<file path="config.mk">
export PLATFORM = sky130hd
export DESIGN_NAME = bfte_mul
export DESIGN_NICKNAME = d
export VERILOG_FILES = /design/src/sv/bfte_pkg.sv /design/src/sv/bfte_mul.sv
export SDC_FILE = /design/constraint.sdc
export NUM_CORES = 2
export LEC_CHECK = 0
export BUFFER_PORTS_ARGS = -buffer_cell sky130_fd_sc_hd__buf_2
export CAP_MARGIN = 10
export CORE_ASPECT_RATIO = 0.9
export CORE_UTILIZATION = 55
export CTS_CLUSTER_DIAMETER = 150
export DETAILED_ROUTE_END_ITERATION = 10
export PLACE_DENSITY = 0.73
export RECOVER_POWER = 50
export SYNTH_ARGS = -nofsm -noshare
export SYNTH_HDL_FRONTEND = slang
export SYNTH_SLANG_ARGS = --single-unit
</file>
<file path="constraint.sdc">
create_clock -name clk -period 13.7 [get_ports clk]
set_input_delay 2.055 -clock clk [delete_from_list [all_inputs] [get_ports clk]]
set_output_delay 2.055 -clock clk [all_outputs]
set_load 0.05 [all_outputs]
</file>
<file path="src/sv/bfte_pkg.sv">
// ---------------------------------------------------------------------------
// Boys function evaluator package
// Shared types, constants and defaults for the table evaluator and its units.
// ---------------------------------------------------------------------------
package bfte_pkg;

  // Default table geometry
  localparam int ORDERS_DEF    = 32;
  localparam int INTERVALS_DEF = 256;
  localparam int TERMS_DEF     = 8;

  // Field widths
  localparam int CMD_W   = 2;
  localparam int ORDER_W = 6;
  localparam int ARG_W   = 48;
  localparam int ISEL_W  = 8;
  localparam int TSEL_W  = 4;
  localparam int WORD_W  = 64;
  localparam int RES_W   = 63;
  localparam int CFG_IDX_W = 2;

  // Saturation limits of the signed Q3.60 word
  localparam logic [WORD_W-1:0] SMAX = 64'h7FFF_FFFF_FFFF_FFFF;
  localparam logic [WORD_W-1:0] SMIN = 64'h8000_0000_0000_0000;

  // Register reset values (Q16.32)
  localparam logic [ARG_W-1:0] X_LIMIT_RST = 48'd171798691840;
  localparam logic [ARG_W-1:0] INV_RST     = 48'd27487790694;

  // Register indexes
  localparam logic [CFG_IDX_W-1:0] REG_X_LIMIT   = 2'd0;
  localparam logic [CFG_IDX_W-1:0] REG_INV_WIDTH = 2'd1;

  typedef enum logic [CMD_W-1:0] {
    CMD_EVAL    = 2'd0,
    CMD_LD_COEF = 2'd1,
    CMD_LD_PF   = 2'd2,
    CMD_LD_MID  = 2'd3
  } cmd_t;

  typedef enum logic [1:0] {
    ST_OK       = 2'd0,
    ST_ORDER    = 2'd1,
    ST_INTERVAL = 2'd2,
    ST_TERM     = 2'd3
  } status_t;

  typedef enum logic {
    DM_DIV  = 1'b0,
    DM_SQRT = 1'b1
  } div_mode_t;

  typedef enum logic [3:0] {
    S_IDLE,
    S_DECODE,
    S_IDX_WAIT,
    S_TAY_RD,
    S_TAY_INIT,
    S_TAY_MUL,
    S_TAY_WAIT,
    S_PF_CHK,
    S_SQRT_WAIT,
    S_DIV_WAIT,
    S_DONE
  } state_t;

  // Status of a multi-cycle arithmetic unit
  typedef struct packed {
    logic busy;
    logic done;
  } unit_stat_t;

endpackage

</file>
<file path="src/sv/bfte_mul.sv">
// ---------------------------------------------------------------------------
// Shared multiplier
// 64 x 64 unsigned product built from four 32 x 32 partial products.
// ---------------------------------------------------------------------------
module bfte_mul (
  input  logic                clk,
  input  logic                rst_n,
  input  logic                start,
  input  logic [63:0]         a,
  input  logic [63:0]         b,
  output logic [127:0]        prod,
  output bfte_pkg::unit_stat_t stat
);

  logic [63:0]  a_r, b_r;
  logic [127:0] acc_r;
  logic [1:0]   cnt_r;
  logic         run_r, done_r;
  logic [31:0]  ah, bh;
  logic [63:0]  pp;
  logic [127:0] pp_sh;

  // Select the halves for this step and align the partial product.
  always_comb begin
    ah = cnt_r[1] ? a_r[63:32] : a_r[31:0];
    bh = cnt_r[0] ? b_r[63:32] : b_r[31:0];
    pp = ah * bh;
    unique case (cnt_r)
      2'b00:        pp_sh = {64'b0, pp};
      2'b01, 2'b10: pp_sh = {32'b0, pp, 32'b0};
      default:      pp_sh = {pp, 64'b0};
    endcase
  end

  // Step control.
  always_ff @(posedge clk) begin
    if (!rst_n) begin
      run_r  <= 1'b0;
      done_r <= 1'b0;
      cnt_r  <= 2'd0;
    end else begin
      done_r <= run_r && (cnt_r == 2'd3);
      if (start) begin
        run_r <= 1'b1;
        cnt_r <= 2'd0;
      end else if (run_r) begin
        cnt_r <= cnt_r + 2'd1;
        if (cnt_r == 2'd3) begin
          run_r <= 1'b0;
        end
      end
    end
  end

  // Operands and accumulator.
  always_ff @(posedge clk) begin
    if (start) begin
      a_r   <= a;
      b_r   <= b;
      acc_r <= '0;
    end else if (run_r) begin
      acc_r <= acc_r + pp_sh;
    end
  end

  assign prod      = acc_r;
  assign stat.busy = run_r;
  assign stat.done = done_r;

endmodule

</file>
==> run metrics <==
final slew viol count 123; Seq/Total Area, Yosys 12.78%; post-layout minimum cycle time 13.20 ns; number of synthesis warnings 0; most frequent cells in the layout 898 x inv_1, 897 x fa_1, 861 x nor2_1, 708 x nand2_1, 392 x ha_1; CP most frequent cell fa_1; FF-to-FF End prod[100]$_SDFFE_PP0P_; Hold EP prod[125]$_SDFFE_PP0P_; nets@finish 7400; first-pass GRT wire length approximately 270000 um; largest cells by area after synthesis fa_1 35%, ha_1 9.7%, edfxtp_1 7.6%; worst slew pin tran around 3.8 ns; count of final hold-check violations 0; site row count approximately 110; Post-synth EDFFs 128; reg2reg path depth 41; Crit Path Max Fanout 37; clock buffer depth 3; CTS root buffer clkbuf_16; post-DP HPWL 147100 um; Detail Route Antenna Nets 0; die area just over 90000 um^2; Synthesized Nets 7309; Iter 0 DRT Violations 4594; Worst EP required 14.27 ns; WP data arrival 13.77 ns; GPL Wtd Cong 1.064; setup TNS 0 ns; post-DR wirelength/cell 24.58 um; largest net degree at the start of global routing 157; FFs w/ async S/R, synth 0%; Overflow after GRT 0; die width approximately 320 um; vias in the first global route 43890; Mapped Area 50740 um^2; Slowest cell on crit path nor4_1; clock latency on the worst-skew pair 0.68 ns; number of CTS-inserted buffers 31; final period utilization between 90% and 100%; failing checks max-capacitance violations, max-slew violations; layout cell share with drive strength beyond 1 9.229%; min-delay src prod[125]$_SDFFE_PP0P_; outcome finished with violations; crit path kind reg2reg; class of the worst hold path reg2reg; port buffer count 260; Via density 6.087; top cell type's share of synthesized area 35.39%; Clock Pin Slew Worst Setup and Hold Paths around 0.07 ns; FF-to-FF Start cnt_r[0]$_SDFFE_PP0P_; Synth cell types 81; max_cap viols 2; Max H-tree Level 1; I/O pin cnt 261; P&R area growth vs syn 7.704%; Total GRT Usage 38.07%; First-pass DRT Iterations 6; max frequency 75.76 MHz; CP startpoint kind flip-flop; CTS tree built; CP max stage delay approximately 0.62 ns; Top FF cell, synth dfxtp_1; # DRC 0; Core Area 91310 um^2; Seq cells post-synth 260; Starting Density ~56%; relative slew slack -155.5%; Syn Inst Count ~5900; hold path cells 2; FF-to-FF setup slack 0.50 ns; die height 290.1 um; Post-Route WL 177900 um; FILL cells 8057; Worst Clk Skew 0.03652 ns; CP Capture Type flip-flop; largest area contributor in the netlist fa_1; CTS Sinks 260; antenna violations before repair 13; total vias in the final route 44050; Avg Inst Size Synth 8.616 um^2; hold_buf cts 0; Final setup viols 0; commonest non-fill, non-tap cell in the layout inv_1
==> timing repair <==
item,4_1_cts,5_1_grt
resized for setup,0,9
buffers inserted,0,1
endpoints found under the setup margin,0,8
==> Yosys cell counts, types with 48 or more instances <==
cell and n:
inv_1 898, nand4_1 85, nor2_1 863, and2_1 48, nand2_1 709, fa_1 897, mux2_2 50, a21oi_1 273
edfxtp_1 128, xor2_1 73, mux2i_1 129, clkbuf_1 292, o21ai_0 217, dfxtp_1 132, xnor2_1 107, a21o_1 110
ha_1 392
==> worst max-delay path by stage <==
stage                                from                endpoint  slack, ns  cells after the start
finish              cnt_r[0]$_SDFFE_PP0P_  prod[100]$_SDFFE_PP0P_       0.50                     41
CTS                 cnt_r[0]$_SDFFE_PP0P_  prod[100]$_SDFFE_PP0P_       0.23                     41
global route        cnt_r[0]$_SDFFE_PP0P_  prod[100]$_SDFFE_PP0P_      -0.05                     41
floorplan           cnt_r[1]$_SDFFE_PP0P_  prod[120]$_SDFFE_PP0P_       2.40                     44
detailed placement  cnt_r[0]$_SDFFE_PP0P_  prod[100]$_SDFFE_PP0P_       0.31                     41
global placement    cnt_r[0]$_SDFFE_PP0P_  prod[100]$_SDFFE_PP0P_       0.26                     41
==> flip-flops by register name, indices dropped and copies added (netlist names) <==
signal,count
b_r,64
prod,128
a_r,64
done_r,1
cnt_r,2
run_r,1
==> kinds of logic (layout without fill, tap and decap cells) <==
logic type / Yosys count / after routing / share of synthesized area (%)
XOR/XNOR: 180 / 180 / 3.107
buffers and inverters: 1219 / 1333 / 9.048
flip-flops: 260 / 260 / 12.78
multiplexers: 191 / 191 / 3.921
AO/OA/AOI/OAI: 859 / 859 / 10.58
adder cells (fa/ha/maj): 1289 / 1289 / 45.06
other: 0 / 4 / 0
AND/OR/NAND/NOR: 1891 / 1891 / 15.50
==> final cells by class <==
cell class                      count  area, um^2  share of cell area [%]
Clock buffer                       35       800.8                   1.465
Multi-Input combinational cell   4410       39890                   73.00
Sequential cell                   260        6497                   11.89
Tap cell                         1230        1539                   2.816
Clock inverter                     21       321.6                  0.5884
Inverter                          899        3374                   6.175
Antenna cell                        4       10.01                 0.01832
Timing Repair Buffer              378        2213                   4.050
==> layer usage <==
layer / GRT usage (%) / up-vias / routed length (um)
met5: 0 / - / 66
met4: 15.82 / 10 / 9052
met3: 8.878 / 508 / 20080
met2: 56.41 / 2610 / 76660
met1: 53.58 / 22020 / 72030
li1: - / 18900 / -
==> critical path: cells and delay by family, from the launching register on <==
family / cells / cell delay (ns)
XOR/XNOR: 2 / 0.39
AND/OR/NAND/NOR: 9 / 2.54
buffers and inverters: 6 / 0.92
multiplexers: 1 / 0.41
flip-flops: 1 / 0.50
AO/OA/AOI/OAI: 13 / 3.31
adder cells (fa/ha/maj): 10 / 4.94
==> metrics by stage <==
step / instance area, um^2 / instances / hold WS [ns] / util, % / setup slack (ns)
2_1_floorplan: 50740 / 5889 / 0.6033 / - / 2.400
3_3_place_gp: 53480 / 7176 / 0.4672 / 58.58 / 0.2571
3_5_place_dp: 53480 / 7176 / 0.4742 / 58.58 / 0.3061
4_1_cts: 54610 / 7232 / 0.4884 / 59.81 / 0.2250
5_1_grt: 54640 / 7234 / 0.5134 / 59.84 / -0.05356
6_report: 54650 / 7237 / 0.4863 / 59.85 / 0.4996
Power is not shown: default switching activity piles up to over one toggle a cycle in this logic, so the estimate is an artifact.
