===== config.mk =====
export PLATFORM = sky130hd
export DESIGN_NAME = bfte_div
export DESIGN_NICKNAME = d
export VERILOG_FILES = /design/src/sv/bfte_pkg.sv /design/src/sv/bfte_div.sv
export SDC_FILE = /design/constraint.sdc
export NUM_CORES = 1
export LEC_CHECK = 0
export BUFFER_PORTS_ARGS = -buffer_cell sky130_fd_sc_hd__buf_2
export CAP_MARGIN = 20
export CORE_MARGIN = 3
export CORE_UTILIZATION = 55
export CTS_CLUSTER_SIZE = 14
export DETAILED_ROUTE_END_ITERATION = 8
export GPL_ROUTABILITY_DRIVEN = 1
export GPL_TIMING_DRIVEN = 1
export PLACE_DENSITY = 0.76
export SETUP_SLACK_MARGIN = 0.4
export SKIP_CTS_REPAIR_TIMING = 1
export SYNTH_ARGS = -nofsm -noshare
export SYNTH_HDL_FRONTEND = slang
export SYNTH_SLANG_ARGS = --single-unit

===== constraint.sdc =====
create_clock -name clk -period 9.8 [get_ports clk]
set_input_delay 1.96 -clock clk [delete_from_list [all_inputs] [get_ports clk]]
set_output_delay 1.96 -clock clk [all_outputs]
set_load 0.05 [all_outputs]

===== src/sv/bfte_pkg.sv =====
// ---------------------------------------------------------------------------
// Boys function evaluator package
// Shared types, constants and defaults for the table evaluator and its units.
// ---------------------------------------------------------------------------
package bfte_pkg;

  // Default table geometry
  localparam int ORDERS_DEF    = 32;
  localparam int INTERVALS_DEF = 256;
  localparam int TERMS_DEF     = 8;

  // Field widths
  localparam int CMD_W   = 2;
  localparam int ORDER_W = 6;
  localparam int ARG_W   = 48;
  localparam int ISEL_W  = 8;
  localparam int TSEL_W  = 4;
  localparam int WORD_W  = 64;
  localparam int RES_W   = 63;
  localparam int CFG_IDX_W = 2;

  // Saturation limits of the signed Q3.60 word
  localparam logic [WORD_W-1:0] SMAX = 64'h7FFF_FFFF_FFFF_FFFF;
  localparam logic [WORD_W-1:0] SMIN = 64'h8000_0000_0000_0000;

  // Register reset values (Q16.32)
  localparam logic [ARG_W-1:0] X_LIMIT_RST = 48'd171798691840;
  localparam logic [ARG_W-1:0] INV_RST     = 48'd27487790694;

  // Register indexes
  localparam logic [CFG_IDX_W-1:0] REG_X_LIMIT   = 2'd0;
  localparam logic [CFG_IDX_W-1:0] REG_INV_WIDTH = 2'd1;

  typedef enum logic [CMD_W-1:0] {
    CMD_EVAL    = 2'd0,
    CMD_LD_COEF = 2'd1,
    CMD_LD_PF   = 2'd2,
    CMD_LD_MID  = 2'd3
  } cmd_t;

  typedef enum logic [1:0] {
    ST_OK       = 2'd0,
    ST_ORDER    = 2'd1,
    ST_INTERVAL = 2'd2,
    ST_TERM     = 2'd3
  } status_t;

  typedef enum logic {
    DM_DIV  = 1'b0,
    DM_SQRT = 1'b1
  } div_mode_t;

  typedef enum logic [3:0] {
    S_IDLE,
    S_DECODE,
    S_IDX_WAIT,
    S_TAY_RD,
    S_TAY_INIT,
    S_TAY_MUL,
    S_TAY_WAIT,
    S_PF_CHK,
    S_SQRT_WAIT,
    S_DIV_WAIT,
    S_DONE
  } state_t;

  // Status of a multi-cycle arithmetic unit
  typedef struct packed {
    logic busy;
    logic done;
  } unit_stat_t;

endpackage


===== src/sv/bfte_div.sv =====
// ---------------------------------------------------------------------------
// Shared divide and square root unit
// Restoring division one quotient bit a cycle, or digit-by-digit square root
// one root bit a cycle, on one compare-subtract datapath.
// ---------------------------------------------------------------------------
module bfte_div (
  input  logic                 clk,
  input  logic                 rst_n,
  input  logic                 start,
  input  bfte_pkg::div_mode_t  mode,
  input  logic [63:0]          num_hi,
  input  logic [63:0]          num_lo,
  input  logic [63:0]          den,
  output logic [63:0]          res,
  output bfte_pkg::unit_stat_t stat
);

  localparam logic [6:0] DIV_LAST  = 7'd63;
  localparam logic [6:0] SQRT_LAST = 7'd39;

  bfte_pkg::div_mode_t mode_r;
  logic [65:0] rem_r, rem_sh, trial, rem_nxt;
  logic [66:0] diff;
  logic [63:0] q_r, q_nxt, den_r, res_r;
  logic [79:0] sh_r, sh_nxt;
  logic [6:0]  cnt_r;
  logic        run_r, done_r, ge, last;

  // One compare-subtract step.
  always_comb begin
    if (mode_r == bfte_pkg::DM_SQRT) begin
      rem_sh = {rem_r[63:0], sh_r[79:78]};
      trial  = {q_r, 2'b01};
      sh_nxt = {sh_r[77:0], 2'b00};
      last   = (cnt_r == SQRT_LAST);
    end else begin
      rem_sh = {rem_r[64:0], sh_r[79]};
      trial  = {2'b00, den_r};
      sh_nxt = {sh_r[78:0], 1'b0};
      last   = (cnt_r == DIV_LAST);
    end
    diff    = {1'b0, rem_sh} - {1'b0, trial};
    ge      = !diff[66];
    rem_nxt = ge ? diff[65:0] : rem_sh;
    q_nxt   = {q_r[62:0], ge};
  end

  // Control.
  always_ff @(posedge clk) begin
    if (!rst_n) begin
      run_r  <= 1'b0;
      done_r <= 1'b0;
      cnt_r  <= 7'd0;
    end else begin
      done_r <= 1'b0;
      if (start) begin
        cnt_r <= 7'd0;
        if (mode == bfte_pkg::DM_DIV && (den == 64'd0 || num_hi >= den)) begin
          run_r  <= 1'b0;
          done_r <= 1'b1;
        end else begin
          run_r <= 1'b1;
        end
      end else if (run_r) begin
        cnt_r <= cnt_r + 7'd1;
        if (last) begin
          run_r  <= 1'b0;
          done_r <= 1'b1;
        end
      end
    end
  end

  // Datapath.
  always_ff @(posedge clk) begin
    if (start) begin
      mode_r <= mode;
      den_r  <= den;
      q_r    <= '0;
      res_r  <= bfte_pkg::SMAX;
      if (mode == bfte_pkg::DM_SQRT) begin
        rem_r <= '0;
        sh_r  <= {num_lo[47:0], 32'b0};
      end else begin
        rem_r <= {2'b00, num_hi};
        sh_r  <= {num_lo, 16'b0};
      end
    end else if (run_r) begin
      rem_r <= rem_nxt;
      q_r   <= q_nxt;
      sh_r  <= sh_nxt;
      if (last) begin
        if (mode_r == bfte_pkg::DM_DIV && q_nxt[63]) begin
          res_r <= bfte_pkg::SMAX;
        end else begin
          res_r <= q_nxt;
        end
      end
    end
  end

  assign res       = res_r;
  assign stat.busy = run_r;
  assign stat.done = done_r;

endmodule


==> results.toml <==
[die]
chipHeight_um = 200.3
die_w_um = 200.3
core-area_mm2 = 0.03687
io_pins = 262
start_util_pct = 56.29
std_cell_rows = 70
design.die.area_mm2 = 0.04011

[logic_synthesis]
syn_area_mm2 = 0.02076
synthTopCellsByArea = "edfxtp_1 28%, dfxtp_1 13%, mux2i_1 9.5%"
synth-xor-area-share_pct = 2.785
synthCells = 2180
yosysSeqAreaShare_pct = 41.28
synth-seq-cells = 331
synthSimpleGateAreaFrac_pct = 13.15
syn_area_per_cell_um2 = 9.521
synth.distinct_cells = 74
synth_edf_count = 194
synth_top_cell_area_share_pct = 28.07
synth.largest_area_cell = "edfxtp_1"
synthArstFlopShare_pct = 0
synth_compound_area_share_pct = 17.50
synth_top_family_by_area = "compound AO/OA/AOI/OAI gates"
syn-num-nets = 2508
ys.flop_type = "edfxtp_1"
yosysWarnings = 0
synth_adder_area_share_pct = 7.993
synth_mux_area_share_pct = 13.03

[worst_setup_path]
crit_buf_inv = 3
regToRegSetupSlack_ns = 4.47
crit_fanout = 47
cp_cell_sequence = "buf_4 -> mux2_2 -> inv_1 -> fa_1 -> nand2b_1 -> a21oi_1 -> o211ai_1 -> a31oi_1 -> o211ai_1 -> nand3_2 -> a31o_2 -> a21o_1 -> buf_4 -> nand2_1 -> nor2_1 -> a221oi_1"
end_kind = "flop"
start_kind = "flop"
cpLargestDelayFamily = "compound AO/OA/AOI/OAI gates"
critPathMaxStageDelay_ns = 0.69
critPathLaunch = "mode_r"
crit_path_top_delay_cell = "a21o_1"
critical_path_arrival_ns = 5.58
reg2reg_from = "mode_r"
crit_required_ns = 10.05
crit_type = "flop to flop"

[power]
clock_power_share_pct = 23.3
pwr-share-seq_pct = 29.4
intPower_mw = 3.798
ir_drop_mv = 0.1584
pwr-share-comb_pct = 47.3
p_leak_nw = 9.872
powerDensity_mw_per_mm2 = 265.6
power.switching_mw = 2.464
swShare_pct = 39.35

[drt]
postRouteWirelength_um = 59880
avgRoutedWirePerCell_um = 20.66
ant_nets = 0
drcViolationCount = 0
first_pass_iters = 6
wl_met1_um = 25950
drt-vias-per-instance = 6.027
met3_wirelength_um = 4617
met2RoutedLength_um = 27490
drtIter0Drc = 1587
top_layer = "met5"
vias = 17473

[placed_design]
dp.final_hpwl_um = 43630
port_buffers = 261
dp_worst_setup_slack_ns = 4.570
dp_cells = 2822
place.gp.congestion = 0.9357

[global_routing]
grt_usage_pct = 28.80
first_global_vias = 16941
grt_max_degree = 122
overflow = 0
grt_pass1_wl_um = 93540
antenna_found_initial = 3

[timing]
rsz0062_at_grt = "no"
drv_slew = 0
fin_ws_ns = 4.473
fin_crit_ns = 5.327
slew_headroom_pct = 26.13
hold_violations = 0
fin_skew_ns = 0.01952
worstMarginPinSlew_ns = 1.108
tns_ns = 0
fmax_mhz = 187.7
min_period_over_period_pct = 54.36
setup_viol = 0

[hold_path]
hold_path.startpoint = "res[63]"
hold_path.class = "flop to flop"

[clock_tree]
clk_latency_ns = 0.55
cts.sinks = 331
cts-htree-levels = 2
cts_buffers = 38
clockRootBuffer = "clkbuf_16"
cts_tree = "yes"
clockBufferDepth = 3
path_clk_slew_ns = 0.06

[finish]
final_nets = 2688
area_growth_pct = 13.62
instances_no_fill = 2899
n_fill_cell = 3044
layout_commonest_cell = "buf_2"
layout_common_cells = "261 x buf_2, 197 x mux2i_1, 194 x nor2_1, 194 x edfxtp_1, 176 x a21oi_1"
utilization_pct = 63.96
post_route_cells_drive_above_1_share_pct = 17.99

[status]
outcome = "completed"

[run]
maxCapViolCount = 0
power by group through the flow:
stage	registers [mW]	logic, mW	clock network [mW]
6_report	1.84	2.96	1.46
5_1_grt	1.86	3.24	1.54
4_1_cts	1.84	2.90	1.48
3_5_place_dp	1.86	2.88	0
3_3_place_gp	1.86	2.83	0
2_1_floorplan	1.81	2.27	0
flip-flops by register name (all words and copies together), names as in the netlist:
name and flops:
done_r 1, q_r 64, sh_r 64, cnt_r 7, den_r 64, rem_r 65
res 64, mode_r 1, run_r 1
routing by layer:
layer | vias to the layer above | track usage (%)
met5 | - | 1.786
met4 | 4 | 9.586
met3 | 114 | 5.298
met2 | 663 | 46.13
li1 | 8360 | -
met1 | 8332 | 39.53
layout make-up:
cell class | instances | area (um^2) | share of cell area (%)
diodes | 5 | 12.51 | 0.05306
clock buffers | 57 | 1086 | 4.605
clock inverters | 13 | 172.7 | 0.7322
inverters | 82 | 309.0 | 1.310
multi-input cells | 1628 | 11330 | 48.05
flip-flops and latches | 331 | 8572 | 36.35
well taps | 504 | 630.6 | 2.674
repair buffers | 279 | 1468 | 6.223
worst min-delay path, stage by stage, from the launching register on:
cell     delay [ns]
dfxtp_1        0.31
nand2_1        0.05
a21oi_1        0.05
kinds of logic (layout without fill, tap and decap cells):
logic type / Yosys count / in the layout
other: 0 / 5
AOI/OAI and AO/OA: 582 / 582
xor gates and xnor gates: 66 / 66
muxes: 262 / 262
and+or+nand+nor: 586 / 586
adders and majority gates: 132 / 132
DFF: 331 / 331
buffers and inverters: 221 / 431
path summary, 6_finish.rpt:
kind / endpoint / cells after the start
min reg2reg: res[63] / 2
max: rem_r[40] / 16
min: res[63] / 2
max reg2reg: rem_r[40] / 16
cells in the mapped netlist (27+ instances only):
master      n
a211oi_1   53
a21o_1     53
a21oi_1   176
buf_1      27
clkbuf_1   90
dfxtp_1   137
edfxtp_1  194
ha_1      131
inv_1      81
mux2_2     65
mux2i_1   197
nand2_1   152
nand4_1    42
nor2_1    195
nor2b_1    61
nor3_1     76
o21ai_0   139
o21ai_1    39
xnor2_1    32
xor2_1     34
through the flow:
stage	area, um^2	hold WS (ns)	total power [mW]
after floorplan	20760	0.4582	4.086
after global placement	22280	0.4469	4.683
after detailed placement	22280	0.4601	4.742
after CTS	23540	0.4678	6.226
after global routing	23580	0.4912	6.635
final	23580	0.4602	6.263
Note: power is estimated with default switching activity, not from simulation.
